## src/bbc_pkg.sv

```systemverilog
// shared types and fixed field widths of the bootstrap bag counter
`timescale 1ns / 1ps
`default_nettype none

package bbc_pkg;

  // fixed widths of the item fields
  localparam int ROW_FW    = 16;
  localparam int MULT_FW   = 16;
  localparam int INDEX_FW  = 17;
  localparam int WORD_FW   = 32;
  localparam int SLOT_FW   = 11;
  localparam int ROWS_CFGW = 17;

  // item actions
  localparam logic ACT_ADD  = 1'b0;
  localparam logic ACT_SCAN = 1'b1;

  // control states, one-hot
  typedef enum logic [2:0] {
    ST_CLEAR = 3'b001,
    ST_IDLE  = 3'b010,
    ST_EXEC  = 3'b100
  } state_t;

  // one result item
  typedef struct packed {
    logic [ROW_FW-1:0]   row_out;
    logic [MULT_FW-1:0]  multiplicity;
    logic                in_bag;
    logic [INDEX_FW-1:0] sample_index;
    logic [INDEX_FW-1:0] bag_count;
    logic [WORD_FW-1:0]  bag_word;
    logic                word_valid;
    logic [SLOT_FW-1:0]  slot;
    logic                scan_done;
    logic                row_error;
  } out_item_t;

endpackage

`default_nettype wire

```

## src/bbc_bag_state.sv

```systemverilog
// bag bookkeeping: distinct rows, scan position, slot packing and count update
`timescale 1ns / 1ps
`default_nettype none

module bbc_bag_state #(
  parameter int MAX_ROWS    = 65536,
  parameter int SLOT_BITS   = 32,
  parameter int COUNT_WIDTH = 16,
  parameter int NW          = 17
) (
  input  wire                        clk,
  input  wire                        rst_n,
  input  wire [NW-1:0]               rows_n,
  input  wire                        act,
  input  wire [bbc_pkg::ROW_FW-1:0]  row,
  input  wire [COUNT_WIDTH-1:0]      rd_data,
  input  wire                        commit,
  output logic [$clog2(MAX_ROWS)-1:0] scan_addr,
  output logic                       wr_en,
  output logic [$clog2(MAX_ROWS)-1:0] wr_addr,
  output logic [COUNT_WIDTH-1:0]     wr_data,
  output bbc_pkg::out_item_t         result
);

  localparam int AW   = $clog2(MAX_ROWS);
  localparam int PW   = (SLOT_BITS > 1) ? $clog2(SLOT_BITS) : 1;
  localparam int MW   = (COUNT_WIDTH > bbc_pkg::MULT_FW) ? COUNT_WIDTH : bbc_pkg::MULT_FW;
  localparam int BW   = (SLOT_BITS > bbc_pkg::WORD_FW) ? SLOT_BITS : bbc_pkg::WORD_FW;
  localparam int IW   = bbc_pkg::INDEX_FW;
  localparam logic [COUNT_WIDTH-1:0] CMAX = {COUNT_WIDTH{1'b1}};

  logic [IW-1:0]        distinct_r, distinct_nxt;
  logic [IW-1:0]        nsi_r, nsi_nxt;
  logic [NW-1:0]        scan_row_r, scan_row_nxt;
  logic [PW-1:0]        pos_r, pos_nxt;
  logic [NW-1:0]        slot_r, slot_nxt;
  logic [SLOT_BITS-1:0] acc_r, acc_nxt;

  logic                 wrap;
  logic [NW-1:0]        r_cur;
  logic [IW-1:0]        nsi_cur;
  logic [PW-1:0]        pos_cur;
  logic [NW-1:0]        slot_cur;
  logic [SLOT_BITS-1:0] acc_cur, acc_new;
  logic                 c_nz, pos_last, last, word_out;
  logic [NW:0]          r_plus;
  logic [NW-1:0]        row_nw;
  logic                 row_err;
  logic [COUNT_WIDTH-1:0] c_inc;
  logic [MW-1:0]        mult_x;
  logic [BW-1:0]        word_x;

  // scan position, restarting when it has run past the rows in use
  always_comb begin
    wrap     = (scan_row_r >= rows_n);
    r_cur    = wrap ? '0 : scan_row_r;
    nsi_cur  = wrap ? '0 : nsi_r;
    pos_cur  = wrap ? '0 : pos_r;
    slot_cur = wrap ? '0 : slot_r;
    acc_cur  = wrap ? '0 : acc_r;
  end

  assign scan_addr = r_cur[AW-1:0];

  // scan bookkeeping
  always_comb begin
    c_nz     = (rd_data != '0);
    pos_last = (pos_cur == PW'(SLOT_BITS - 1));
    acc_new  = acc_cur | (c_nz ? (SLOT_BITS'(1) << pos_cur) : '0);
    r_plus   = {1'b0, r_cur} + (NW + 1)'(1);
    last     = (r_plus >= {1'b0, rows_n});
    word_out = last || pos_last;
  end

  // add bookkeeping
  always_comb begin
    row_nw  = NW'(row);
    row_err = (row_nw >= rows_n);
    c_inc   = (rd_data == CMAX) ? rd_data : rd_data + COUNT_WIDTH'(1);
  end

  // result item, next state and count write-back
  always_comb begin
    distinct_nxt = distinct_r;
    nsi_nxt      = nsi_r;
    scan_row_nxt = scan_row_r;
    pos_nxt      = pos_r;
    slot_nxt     = slot_r;
    acc_nxt      = acc_r;
    wr_en        = 1'b0;
    wr_addr      = r_cur[AW-1:0];
    wr_data      = '0;
    mult_x       = '0;
    word_x       = '0;
    result       = '0;

    if (act == bbc_pkg::ACT_SCAN) begin
      mult_x              = MW'(rd_data);
      word_x              = BW'(acc_new);
      result.row_out      = r_cur[bbc_pkg::ROW_FW-1:0];
      result.multiplicity = mult_x[bbc_pkg::MULT_FW-1:0];
      result.in_bag       = c_nz;
      result.sample_index = c_nz ? nsi_cur : distinct_r;
      result.bag_count    = distinct_r;
      result.word_valid   = word_out;
      result.bag_word     = word_out ? word_x[bbc_pkg::WORD_FW-1:0] : '0;
      result.slot         = word_out ? slot_cur[bbc_pkg::SLOT_FW-1:0] : '0;
      result.scan_done    = last;
      wr_en               = commit;
      if (last) begin
        distinct_nxt = '0;
        nsi_nxt      = '0;
        scan_row_nxt = '0;
        pos_nxt      = '0;
        slot_nxt     = '0;
        acc_nxt      = '0;
      end else begin
        nsi_nxt      = c_nz ? nsi_cur + IW'(1) : nsi_cur;
        scan_row_nxt = r_plus[NW-1:0];
        pos_nxt      = pos_last ? '0 : pos_cur + PW'(1);
        slot_nxt     = pos_last ? slot_cur + NW'(1) : slot_cur;
        acc_nxt      = word_out ? '0 : acc_new;
      end
    end else begin
      result.row_out   = row;
      result.row_error = row_err;
      if (row_err) begin
        result.bag_count = distinct_r;
      end else begin
        distinct_nxt        = c_nz ? distinct_r : distinct_r + IW'(1);
        mult_x              = MW'(c_inc);
        result.multiplicity = mult_x[bbc_pkg::MULT_FW-1:0];
        result.in_bag       = 1'b1;
        result.bag_count    = distinct_nxt;
        wr_en               = commit;
        wr_addr             = row_nw[AW-1:0];
        wr_data             = c_inc;
      end
    end
  end

  // bag registers
  always_ff @(posedge clk) begin
    if (!rst_n) begin
      distinct_r <= '0;
      nsi_r      <= '0;
      scan_row_r <= '0;
      pos_r      <= '0;
      slot_r     <= '0;
      acc_r      <= '0;
    end else if (commit) begin
      distinct_r <= distinct_nxt;
      nsi_r      <= nsi_nxt;
      scan_row_r <= scan_row_nxt;
      pos_r      <= pos_nxt;
      slot_r     <= slot_nxt;
      acc_r      <= acc_nxt;
    end
  end

endmodule

`default_nettype wire

```

## config.mk

```make
export PLATFORM = sky130hd
export DESIGN_NAME = bbc_bag_state
export DESIGN_NICKNAME = d
export VERILOG_FILES = /design/src/bbc_pkg.sv /design/src/bbc_bag_state.sv
export SDC_FILE = /design/constraint.sdc
export NUM_CORES = 1
export LEC_CHECK = 0
export BUFFER_PORTS_ARGS = -buffer_cell sky130_fd_sc_hd__clkbuf_2
export CAP_MARGIN = 10
export CORE_MARGIN = 4
export CORE_UTILIZATION = 45
export DETAILED_ROUTE_END_ITERATION = 8
export PLACE_DENSITY = 0.69
export RECOVER_POWER = 25
export SLEW_MARGIN = 20
export SYNTH_ARGS = -nofsm -noshare
export SYNTH_HDL_FRONTEND = slang
export SYNTH_SLANG_ARGS = --single-unit
```

## constraint.sdc

```tcl
create_clock -name clk -period 11.3 [get_ports clk]
set_input_delay 0.565 -clock clk [delete_from_list [all_inputs] [get_ports clk]]
set_output_delay 0.565 -clock clk [all_outputs]
set_load 0.05 [all_outputs]
```

After elaboration in Yosys (flattened, before gate mapping)
Cells that the tools add are included.

Output and inout port bits: 162. Word-level logic and storage cells: 59. Bits in registers: 105. Input bits: 53.

$add $sub $neg: 6. $lt $le $gt $ge: 3. Bitwise logic cells: 1. Reductions and logical operators: 4. Mux-type cells: 35. Equal/unequal tests: 3. Shift operators: 1.

Operators by type and width (count): 17-bit two-way mux (16); 32-bit two-way mux (5); 16-bit two-way mux (5); 17-bit by 1-bit adder with 17-bit output (second input constant) (3); 45-bit two-way mux (1); 33-bit two-way mux (1); 32-bit OR (1); 1-bit by 5-bit << shifter with 32-bit output (first input constant) (1); 17-bit by 1-bit adder with 18-bit output (second input constant) (1); 18-bit by 17-bit greater-or-equal comparator with 1-bit output (1); 16-bit by 17-bit greater-or-equal comparator with 1-bit output (1); 17-bit greater-or-equal comparator (1); 16-bit by 1-bit adder with 16-bit output (second input constant) (1); 16-bit == test (second input constant) (1); 16-bit nonzero test (1); 5-bit two-way mux (3); 11-bit two-way mux (1); 5-bit by 1-bit adder with 5-bit output (second input constant) (1); 5-bit == test (second input constant) (1); 2-bit AND reduction (2); 1-bit two-way mux (3); 2-bit by 1-bit != test with 1-bit output (second input constant) (1); 1-bit logical OR (1).

Logic depth before layout (Yosys ltp)
Gate-level depths: netlist of run 1.

Word-level depth: 7. Depth in mapped cells: 27. Gate-level depth less buffers: 24.

Worst setup path before layout of run 1
OpenSTA, ideal clock, no wires.

Kind: input -> output. Start point: input port rows_n[7]. End point: output port result[19] (netlist bit). Buffers on the path: 3. Setup slack: 4.202 ns. Required time: 10.735 ns. Stages: 24. Arrival: 6.533 ns. Cell sequence: inv_1 -> ha_1 -> and4_1 -> a221o_1 -> o21a_1 -> buf_2 -> nor2_1 -> buf_2 -> nand2_1 -> inv_1 -> ha_1 -> and3_1 -> nand4_1 -> nor2_1 -> xnor2_1 -> nor2_1 -> ha_1 -> nand3_1 -> or4_1 -> o21ai_2 -> a21o_2 -> o21ai_1 -> clkbuf_1 -> nor3_1.

RTL lines: start, declared (line bbc_bag_state.sv:13) `input wire [NW-1:0] rows_n,`; end, declared (line bbc_bag_state.sv:22) `output bbc_pkg::out_item_t result`.

==> results of run 1 <==
-- worst max-delay path, delay by kind of cell, from the launching register on --
kind | cells | cell delay (ns)
simple gates | 8 | 1.90
fa+ha+maj | 3 | 0.98
flops | 1 | 0.56
xor+xnor | 1 | 0.21
buf+inv | 4 | 1.76
compound gates | 6 | 1.14
-- path summary, 6_finish.rpt --
kind,cells after the start,end
max,22,result[2]
min,1,acc_r[7]
max reg2reg,19,distinct_r[10]
min reg2reg,1,acc_r[7]
-- registers in the layout, indices dropped and copies added (netlist names) --
| register | cells |
|---|---|
| distinct_r | 17 |
| slot_r | 11 |
| scan_row_r | 17 |
| pos_r | 5 |
| acc_r | 32 |
| nsi_r | 17 |
-- metal layers --
layer / up-vias / wire length, um / track usage, %
met2: 417 / 13300 / 43.0
met3: 35 / 2320 / 5.17
met4: 2 / 490 / 5.64
li1: 4579 / - / -
met5: - / 8 / 0
met1: 4440 / 12700 / 35.3
-- cell type report --
type                            instances  share of cell area, %
Clock buffer                            9                   2.27
Inverter                               36                   1.36
Multi-Input combinational cell        910                   61.2
Timing Repair Buffer                  232                   11.3
Tap cell                              234                   2.95
Clock inverter                          7                  0.994
Sequential cell                        99                   19.9
-- through the flow --
step	worst slack (ns)	hold WS, ns	power (W)
4_1_cts	4.36	0.472	0.000895
3_3_place_gp	4.79	0.447	0.000555
2_1_floorplan	4.20	0.442	0.000501
6_report	3.82	0.468	0.000892
3_5_place_dp	4.56	0.456	0.000556
5_1_grt	3.21	0.495	0.000923
-- cells by family after synthesis --
kind of cell / Yosys count / synth area share, %
fa+ha+maj: 63 / 9.20
simple gates: 511 / 31.3
flops: 99 / 23.1
xor+xnor: 39 / 3.99
mux: 35 / 4.51
buf+inv: 127 / 6.12
compound gates: 262 / 21.7
-- power by group through the flow --
stage	sequential [W]	clock, W	combinational, W
floorplan	0.000360	0	0.000141
global placement	0.000361	0	0.000194
detailed placement	0.000361	0	0.000195
CTS	0.000353	0.000346	0.000196
global route	0.000353	0.000361	0.000209
finish	0.000353	0.000344	0.000195
-- synthesized netlist by cell type (all sizes together) (4+ instances only) --
library cell | n | share of area [%]
nand2 | 113 | 5.0
a32o | 10 | 1.2
nand2b | 6 | 0.53
nor2b | 4 | 0.29
nor4 | 17 | 1.6
nand3b | 9 | 0.79
inv | 35 | 1.5
a211oi | 4 | 0.41
nor2 | 74 | 3.2
o211a | 4 | 0.47
nor3 | 56 | 3.6
a21oi | 57 | 3.4
nand4 | 37 | 2.7
clkbuf | 55 | 2.4
a211o | 7 | 0.72
mux2i | 6 | 0.70
xnor2 | 12 | 1.2
ha | 63 | 9.2
and4 | 10 | 1.0
o31ai | 7 | 0.61
a31oi | 33 | 2.4
or2 | 4 | 0.29
a22o | 39 | 4.0
and3 | 62 | 4.5
a32oi | 8 | 0.82
buf | 36 | 2.1
mux2 | 29 | 3.8
or3 | 5 | 0.37
a21o | 12 | 1.1
o21ai | 28 | 1.7
xor2 | 27 | 2.8
nand3 | 91 | 5.3
o22ai | 6 | 0.44
o211ai | 17 | 1.5
and2 | 7 | 0.51
nand4b | 6 | 0.61
dfxtp | 99 | 23
o21a | 9 | 0.79
==> metrics.md, run 1 <==
| Metric | Value |
|---|---|
| Delay of the slowest cell on the worst path | `0.99 ns` |
| Slowest cell on crit path | `clkbuf_1` |
| Async SR Flop Fraction | `0%` |
| Routed len/inst | `18.9 um` |
| Maximum VDD drop | `0.0000716 V` |
| H-Tree Depth | `3` |
| FF/Latch Area | `1980 um^2` |
| FF+latch count, synth | `99` |
| Reg-to-reg slack, setup | `4.88 ns` |
| Latest clock arrival within the worst-skew pair | `about 0.36 ns` |
| Part of the power in registers | `39.6%` |
| Max Clock Skew | `0.0130 ns` |
| First-pass GRT wire length | `46800 um` |
| Register area share after synthesis | `between 20% and 30%` |
| Finished Cell Area | `between 9000 and 10000 um^2` |
| Die X | `146 um` |
| N_diodes | `0` |
| Critical Path Most Common Cell | `and3_1` |
| Worst Path Arrival | `6.92 ns` |
| Max-slew headroom | `-12.4%` |
| I/O pin count | `215` |
| Mapped Cells | `between 1000 and 1500` |
| Worst slew pin tran | `about 1.7 ns` |
| Nets | `1404` |
| Commonest non-fill, non-tap cell in the layout | `clkbuf_2` |
| WS Path Type | `reg2out` |
| Syn avg cell area | `7.54 um^2` |
| Final setup violation count | `0` |
| Fmax | `134 MHz` |
| Die H | `146 um` |
| Routability cong. | `0.938` |
| HPWL after detailed placement | `about 21000 um` |
| Routed via count | `9473` |
| Post-CTS setup buffers | `0` |
| Remaining antenna violation count | `0` |
| Final Max Slew Viols | `36` |
| Multi-input combinational cell area | `6080 um^2` |
| Leakage power | `around 4.4 nW` |
| Vias in the first global route | `8670` |
| Routed WL | `28800 um` |
| Grt total ovfl | `0` |
| Die footprint | `around 21000 um^2` |
| Initial Util | `45.8%` |
| Rows | `50` |
| Crit-path cells | `ha_1 -> a21oi_1 -> o21a_1 -> o21a_1 -> clkbuf_1 -> and3_1 -> ha_1 -> and3_1 -> and3_1 -> nand3_1 -> xor2_1 -> nor2_1 -> ha_1 -> nand3_1 -> or4_1 -> o21ai_2 -> a21o_2 -> o21ai_2 -> buf_4 -> inv_1 -> and3_1 -> clkbuf_2` |
| Most frequent cells in the layout | `clkbuf_2 (153), nand2_1 (113), dfxtp_1 (99), nand3_1 (91), nor2_1 (72)` |
| RSZ-0062 raised after global routing | `no` |
| Hold Crit Class | `reg2reg` |
| Warnings from Yosys | `0` |
| Fin crit share | `66.2%` |
| Fin cells | `1527` |
| Critical path endpoint category | `output port` |
| Layout cells sized above 1 | `18.6%` |
| CTS resizes | `0` |
| Run status | `finished, violations left` |
| Clock Tree Root | `clkbuf_16` |
| Area after DPL | `9700 um^2` |
| CORE AREA | `18700 um^2` |
| Post-route minimum period | `~7.5 ns` |
| Clock transition at path regs | `roughly 0.07 ns` |
| Initial DRC Count | `702` |
| Critical path required time | `approximately 11 ns` |
| Syn nets | `1252` |
| Post-synth EDFFs | `0` |
| Pwr dens | `89.7 nW/um^2` |
| Crit start category | `flop` |
| CTS Buffer Depth | `2` |
| Fillers | `about 1900` |
| Final core utilization | `a little over half` |
| Min-Delay Startpoint | `acc_r[7]` |
| Largest net degree at the start of global routing | `55` |
| Overall routing resource usage | `26.0%` |
| Num CTS Buffers | `9` |
| Placed cell count | `between 1500 and 2000` |
| Via density | `6.20` |
| RR Startpoint | `scan_row_r[12]` |
| Max-cap violations | `1` |
| Hold-fix buffers, CTS | `0` |
| TNS Setup | `0 ns` |
| PortBufs | `roughly 210` |
| P_int | `0.000596 W` |
| Failing checks | `capacitance limit, slew limit` |
| Combinational fraction of design power | `a little over a fifth` |
| Clk pwr share | `38.5%` |
| NetSw | `0.000295 W` |
| Sw Share | `around a third` |
| Sink Count | `99` |
| CTS tree | `yes` |
| DRC Markers | `0` |
| Synth cell types | `69` |
| Area grow syn2layout | `16.0%` |
| Initial antenna violation count | `1` |
| Most used DFF post-synth | `dfxtp_1` |
| Crit path from | `scan_row_r[12]` |
| Final Hold Viols | `0` |
| DR pass1 iterations | `5` |
| Synthesized area | `roughly 8600 um^2` |
| CP Max Fanout | `33` |
No activity file was read; power rests on OpenSTA's default activity.
==> inputs of run 2 (changes only) <==
- clock period: 11.3 -> 7.28 ns (I/O delays scaled with it)
==> metrics.md, run 2 (synthesis gave the netlist of run 1 again) <==
| Metric | Value |
|---|---|
| Run status | `finished, violations left (unchanged)` |
| Failing checks | `capacitance limit, slew limit (unchanged)` |
| Worst slew pin tran | `1.70 ns (was 1.69 ns)` |
| Via density | `6.24 (was 6.20)` |
| I/O pin count | `215 (unchanged)` |
| Combinational fraction of design power | `22.4% (was 21.9%)` |
| Fin cells | `1527 (unchanged)` |
| Overall routing resource usage | `26.4% (was 26.0%)` |
| Vias in the first global route | `8947 (was 8670)` |
| DR pass1 iterations | `5 (unchanged)` |
| Clock transition at path regs | `0.07 ns (about the same)` |
| Routability cong. | `0.945 (was 0.938)` |
| DRC Markers | `0 (unchanged)` |
| Max FFs per register | `32 (unchanged)` |
| Nets | `1404 (unchanged)` |
| Slowest cell on crit path | `or4_1 (was clkbuf_1)` |
| Die X | `146 um (unchanged)` |
| Clock Tree Root | `clkbuf_16 (unchanged)` |
| Final Max Slew Viols | `36 (unchanged)` |
| Num CTS Buffers | `9 (unchanged)` |
| Placed cell count | `1510 (was 1511)` |
| Worst path bufs/invs | `4 (unchanged)` |
| Fmax | `~150 MHz` |
| Routed len/inst | `19.3 um (was 18.9 um)` |
| Final Hold Viols | `0 (unchanged)` |
| Sink Count | `99 (unchanged)` |
| Remaining antenna violation count | `0 (unchanged)` |
| CTS tree | `yes (unchanged)` |
| Area grow syn2layout | `16.1% (was 16.0%)` |
| TNS Setup | `0 ns (unchanged)` |
| Delay of the slowest cell on the worst path | `0.54 ns (was 0.99 ns)` |
| Max-cap violations | `1 (unchanged)` |
| Largest Register | `acc_r (unchanged)` |
| Hold Crit Class | `in2reg (was reg2reg)` |
| Max-slew headroom | `-13.3% (was -12.4%)` |
| Initial Util | `45.8% (unchanged)` |
| Max Clock Skew | `0.0100 ns (was 0.0130 ns)` |
| Largest net degree at the start of global routing | `55 (unchanged)` |
| Critical path endpoint category | `output port (unchanged)` |
| N_diodes | `0 (unchanged)` |
| H-Tree Depth | `3 (unchanged)` |
| Multi-input combinational cell area | `6100 um^2 (was 6080 um^2)` |
| Rows | `50 (unchanged)` |
| Layout cells sized above 1 | `18.8% (was 18.6%)` |
| Critical Path Most Common Cell | `ha_1 (was and3_1)` |
| Crit start category | `flop (unchanged)` |
| CP Max Fanout | `17 (was 33)` |
| Final core utilization | `53.2% (was 53.1%)` |
| Die H | `146 um (unchanged)` |
| FF/Latch Area | `1980 um^2 (unchanged)` |
| Sw Share | `33.7% (was 33.1%)` |
| Final setup violation count | `0 (unchanged)` |
| Routed WL | `29500 um (was 28800 um)` |
| WS Path Type | `reg2out (unchanged)` |
| Maximum VDD drop | `0.000113 V (was 0.0000716 V)` |
| First-pass GRT wire length | `47500 um (was 46800 um)` |
| HPWL after detailed placement | `21500 um (was 21300 um)` |
| NetSw | `0.000459 W (was 0.000295 W)` |
| Initial DRC Count | `718 (was 702)` |
| Top delay family on crit path | `simple AND/OR/NAND/NOR gates (unchanged)` |
| Crit-path cells | `inv_1 -> ha_1 -> nand2b_1 -> a2111oi_0 -> nor3_1 -> o21a_1 -> nor2_4 -> nand2_1 -> inv_1 -> ha_1 -> and3_1 -> nand4_1 -> nor2_1 -> xnor2_1 -> nor2_1 -> ha_1 -> nand3_1 -> or4_1 -> o21ai_2 -> a21o_2 -> o21ai_4 -> inv_2 -> and3_1 -> clkbuf_2 (was ha_1 -> a21oi_1 -> o21a_1 -> o21a_1 -> clkbuf_1 -> and3_1 -> ha_1 -> and3_1 -> and3_1 -> nand3_1 -> xor2_1 -> nor2_1 -> ha_1 -> nand3_1 -> or4_1 -> o21ai_2 -> a21o_2 -> o21ai_2 -> buf_4 -> inv_1 -> and3_1 -> clkbuf_2)` |
| Routed via count | `9523 (was 9473)` |
| CORE AREA | `18700 um^2 (unchanged)` |
| Die footprint | `21300 um^2 (unchanged)` |
| Critical path required time | `6.92 ns (was 10.74 ns)` |
| Fin crit share | `92.1%` |
| Final worst slack | `0.577 ns (was 3.82 ns)` |
| Post-route minimum period | `between 6 and 7 ns` |
| Post-placement setup slack | `0.778 ns (was 4.56 ns)` |
| P_int | `0.000902 W (was 0.000596 W)` |
| Most frequent cells in the layout | `clkbuf_2 (154), nand2_1 (113), dfxtp_1 (99), nand3_1 (91), nor2_1 (72) (was clkbuf_2 (153), nand2_1 (113), dfxtp_1 (99), nand3_1 (91), nor2_1 (72))` |
| Grt total ovfl | `0 (unchanged)` |
| RSZ-0062 raised after global routing | `no (unchanged)` |
| Latest clock arrival within the worst-skew pair | `0.36 ns (about the same)` |
| Worst Path Arrival | `6.34 ns (was 6.92 ns)` |
| Commonest non-fill, non-tap cell in the layout | `clkbuf_2 (unchanged)` |
| Initial antenna violation count | `0 (was 1)` |
| Part of the power in registers | `40.2% (was 39.6%)` |
| PortBufs | `214 (unchanged)` |
| Clk pwr share | `37.4% (was 38.5%)` |
| Pwr dens | `137 nW/um^2 (was 89.7 nW/um^2)` |
| CTS Buffer Depth | `2 (unchanged)` |
| Fillers | `1843 (was 1862)` |
| Leakage power | `4.36 nW (about the same)` |
run 2: area by class of cell:
type	instances	area share, %
well taps	234	2.94
inverters	36	1.36
clock buffers	10	2.40
repair buffers	231	11.3
clock inverters	6	0.730
flip-flops and latches	99	19.9
multi-input cells	911	61.4
run 2: path summary, 6_finish.rpt:
check / slack (ns) / startpoint / to / cells past startpoint
worst min-delay path: 0.41 / commit / distinct_r[11] / 2
worst min register to register: 0.47 / acc_r[19] / acc_r[19] / 1
worst max register to register: 1.40 / scan_row_r[0] / distinct_r[10] / 22
worst max-delay path: 0.58 / scan_row_r[0] / result[7] / 24
run 2: power by group through the flow:
stage | logic [W] | registers, W | clock network, W
3_5_place_dp | 0.000306 | 0.000560 | 0
4_1_cts | 0.000307 | 0.000547 | 0.000514
5_1_grt | 0.000325 | 0.000547 | 0.000539
3_3_place_gp | 0.000303 | 0.000560 | 0
2_1_floorplan | 0.000219 | 0.000559 | 0
6_report | 0.000304 | 0.000547 | 0.000509
run 2: metrics by stage:
stage | total power, W | hold slack (ns) | area, um^2
2_1_floorplan | 0.000778 | 0.442 | 8570
5_1_grt | 0.00141 | 0.423 | 9940
4_1_cts | 0.00137 | 0.392 | 10000
6_report | 0.00136 | 0.412 | 9940
3_3_place_gp | 0.000862 | 0.448 | 9690
3_5_place_dp | 0.000865 | 0.459 | 9700
run 2: per-layer routing:
metal | vias to the layer above | routed length, um | track usage, %
li1 | 4556 | - | -
met1 | 4498 | 12900 | 35.3
met2 | 443 | 14000 | 44.8
met3 | 26 | 2440 | 5.36
met4 | 0 | 262 | 4.47
met5 | - | 0 | 0
run 2: timing repair:
action	CTS	global route
resized for setup	0	1
setup endpoints to repair	0	12
hold buffers	0	0
setup buffers	0	0
==> inputs of run 3 (changes only) <==
- RECOVER_POWER: 25 -> 100
==> metrics.md, run 3 (synthesis gave the netlist of run 1 again) <==
| Metric | Value |
|---|---|
| NetSw | `0.000461 W (was 0.000459 W)` |
| RSZ-0062 raised after global routing | `no (unchanged)` |
| Final Max Slew Viols | `36 (unchanged)` |
| Die H | `146 um (unchanged)` |
| I/O pin count | `215 (unchanged)` |
| H-Tree Depth | `3 (unchanged)` |
| Maximum VDD drop | `0.000114 V (was 0.000113 V)` |
| DRC Markers | `0 (unchanged)` |
| Hold Crit Class | `in2reg (unchanged)` |
| Initial antenna violation count | `0 (unchanged)` |
| PortBufs | `214 (unchanged)` |
| HPWL after detailed placement | `21500 um (unchanged)` |
| Area grow syn2layout | `15.0% (was 16.1%)` |
| Num CTS Buffers | `9 (unchanged)` |
| Crit start category | `flop (unchanged)` |
| Routability cong. | `0.945 (unchanged)` |
| Final setup violation count | `0 (unchanged)` |
| Via density | `6.23 (was 6.24)` |
| Post-route minimum period | `6.66 ns (was 6.70 ns)` |
| Area after DPL | `9700 um^2 (unchanged)` |
| Overall routing resource usage | `26.4% (unchanged)` |
| Run status | `finished, violations left (unchanged)` |
| CTS resizes | `0 (unchanged)` |
| Fin crit share | `91.5% (was 92.1%)` |
| Max-cap violations | `1 (unchanged)` |
| Largest net degree at the start of global routing | `55 (unchanged)` |
| Failing checks | `capacitance limit, slew limit (unchanged)` |
| Worst Path Arrival | `6.30 ns (was 6.34 ns)` |
| Hold-fix buffers, CTS | `0 (unchanged)` |
| Routed WL | `29500 um (about the same)` |
| Part of the power in registers | `40.3% (was 40.2%)` |
| TNS Setup | `0 ns (unchanged)` |
| Critical path endpoint category | `output port (unchanged)` |
| Remaining antenna violation count | `0 (unchanged)` |
| Initial DRC Count | `821 (was 718)` |
| CP Max Fanout | `16 (was 17)` |
| Reg2reg path depth | `24 (was 22)` |
| RR Startpoint | `scan_row_r[0] (unchanged)` |
| Latest clock arrival within the worst-skew pair | `0.36 ns (about the same)` |
| Most frequent cells in the layout | `clkbuf_1 (120), nand2_1 (113), dfxtp_1 (99), clkbuf_2 (96), nand3_1 (91) (was clkbuf_2 (154), nand2_1 (113), dfxtp_1 (99), nand3_1 (91), nor2_1 (72))` |
| Combinational fraction of design power | `22.2% (was 22.4%)` |
| Clock transition at path regs | `0.07 ns (about the same)` |
| Fmax | `150 MHz (was 149 MHz)` |
| Rows | `50 (unchanged)` |
| Sink Count | `99 (unchanged)` |
| Pwr dens | `138 nW/um^2 (was 137 nW/um^2)` |
| WS Path Type | `reg2out (unchanged)` |
| Final Hold Viols | `0 (unchanged)` |
| Worst slew pin tran | `1.73 ns (was 1.70 ns)` |
| Critical path required time | `6.92 ns (about the same)` |
| Crit path from | `scan_row_r[0] (unchanged)` |
| Post-CTS setup buffers | `0 (unchanged)` |
| Commonest non-fill, non-tap cell in the layout | `clkbuf_1 (was clkbuf_2)` |
| Leakage power | `4.15 nW (was 4.36 nW)` |
| Largest Register | `acc_r (unchanged)` |
| Clock Tree Root | `clkbuf_16 (unchanged)` |
| CORE AREA | `18700 um^2 (unchanged)` |
| First-pass GRT wire length | `47500 um (unchanged)` |
| Clk pwr share | `37.6% (was 37.4%)` |
| Initial Util | `45.8% (unchanged)` |
| Fillers | `1883 (was 1843)` |
| CTS Buffer Depth | `2 (unchanged)` |
| CTS tree | `yes (unchanged)` |
| Sw Share | `33.9% (was 33.7%)` |
| N_diodes | `0 (unchanged)` |
| Max FFs per register | `32 (unchanged)` |
| Die footprint | `21300 um^2 (unchanged)` |
| Finished Cell Area | `9850 um^2 (was 9940 um^2)` |
| Min-Delay Startpoint | `commit (unchanged)` |
| Routed len/inst | `19.3 um (about the same)` |
| DR pass1 iterations | `5 (unchanged)` |
| Layout cells sized above 1 | `13.8% (was 18.8%)` |
| Routed via count | `9513 (was 9523)` |
| Die X | `146 um (unchanged)` |
| Max-slew headroom | `-15.2% (was -13.3%)` |
| Max Clock Skew | `0.00864 ns (was 0.0100 ns)` |
| Vias in the first global route | `8947 (unchanged)` |
| Hold Crit Depth | `2 (unchanged)` |
| Nets | `1404 (unchanged)` |
| P_int | `0.000899 W (was 0.000902 W)` |
| Grt total ovfl | `0 (unchanged)` |
run 3: cell count changes in the layout (fill, tap and decap cells not counted), moves of 2 or more:
cell | before | now
a211oi_2 | 2 | 0
clkbuf_1 | 61 | 120
clkbuf_2 | 154 | 96
a211oi_1 | 2 | 4
run 3: final timing paths:
check	to	slack [ns]
setup / recovery	result[31]	0.62
hold reg to reg	acc_r[23]	0.47
setup reg to reg	nsi_r[16]	0.95
hold / removal	distinct_r[11]	0.42
run 3: metal layers:
| metal | track usage (%) | vias up | part of all wire (%) |
|---|---|---|---|
| met5 | 0 | - | 0 |
| met4 | 4.47 | 0 | 0.76 |
| met3 | 5.36 | 20 | 8.3 |
| met2 | 44.8 | 437 | 47 |
| met1 | 35.3 | 4495 | 43 |
| li1 | - | 4561 | - |
run 3: worst max-delay path, cell delays in order, from the launching register on:
cell       delay (ns)
dfxtp_1          0.44
inv_1            0.07
ha_1             0.26
nand2b_1         0.13
a2111oi_0        0.44
nor3_1           0.16
o21a_1           0.35
nor2_4           0.16
nand2_1          0.13
inv_1            0.14
ha_1             0.26
and3_1           0.28
nand4_1          0.22
nor2_1           0.18
xnor2_1          0.13
nor2_1           0.07
ha_1             0.35
nand3_1          0.10
or4_1            0.54
o21ai_2          0.26
a21o_2           0.33
o21ai_2          0.25
nor2_1           0.18
clkbuf_1         0.49
run 3: power groups by stage:
stage	Sequential, W	Combinational [W]	Clock (W)
global route	0.000547	0.000322	0.000539
floorplan	0.000559	0.000219	0
detailed placement	0.000560	0.000306	0
global placement	0.000560	0.000303	0
CTS	0.000547	0.000307	0.000514
finish	0.000547	0.000301	0.000511
run 3: metrics by stage:
step	worst slack [ns]	utilization [%]	hold slack [ns]	power [W]	cells
6_report	0.620	52.7	0.417	0.00136	1527
3_5_place_dp	0.778	51.9	0.459	0.000865	1510
2_1_floorplan	0.573	-	0.442	0.000778	1136
5_1_grt	0.0999	52.7	0.423	0.00141	1527
4_1_cts	0.429	53.5	0.392	0.00137	1526
3_3_place_gp	0.643	51.8	0.448	0.000862	1510
run 3: final cells by class:
cell class | instances | area [um^2] | area share, %
Multi-Input combinational cell | 911 | 6080 | 61.8
Inverter | 36 | 135 | 1.37
Tap cell | 234 | 293 | 2.97
Timing Repair Buffer | 231 | 1040 | 10.6
Clock inverter | 6 | 72.6 | 0.737
Sequential cell | 99 | 1980 | 20.1
Clock buffer | 10 | 239 | 2.43
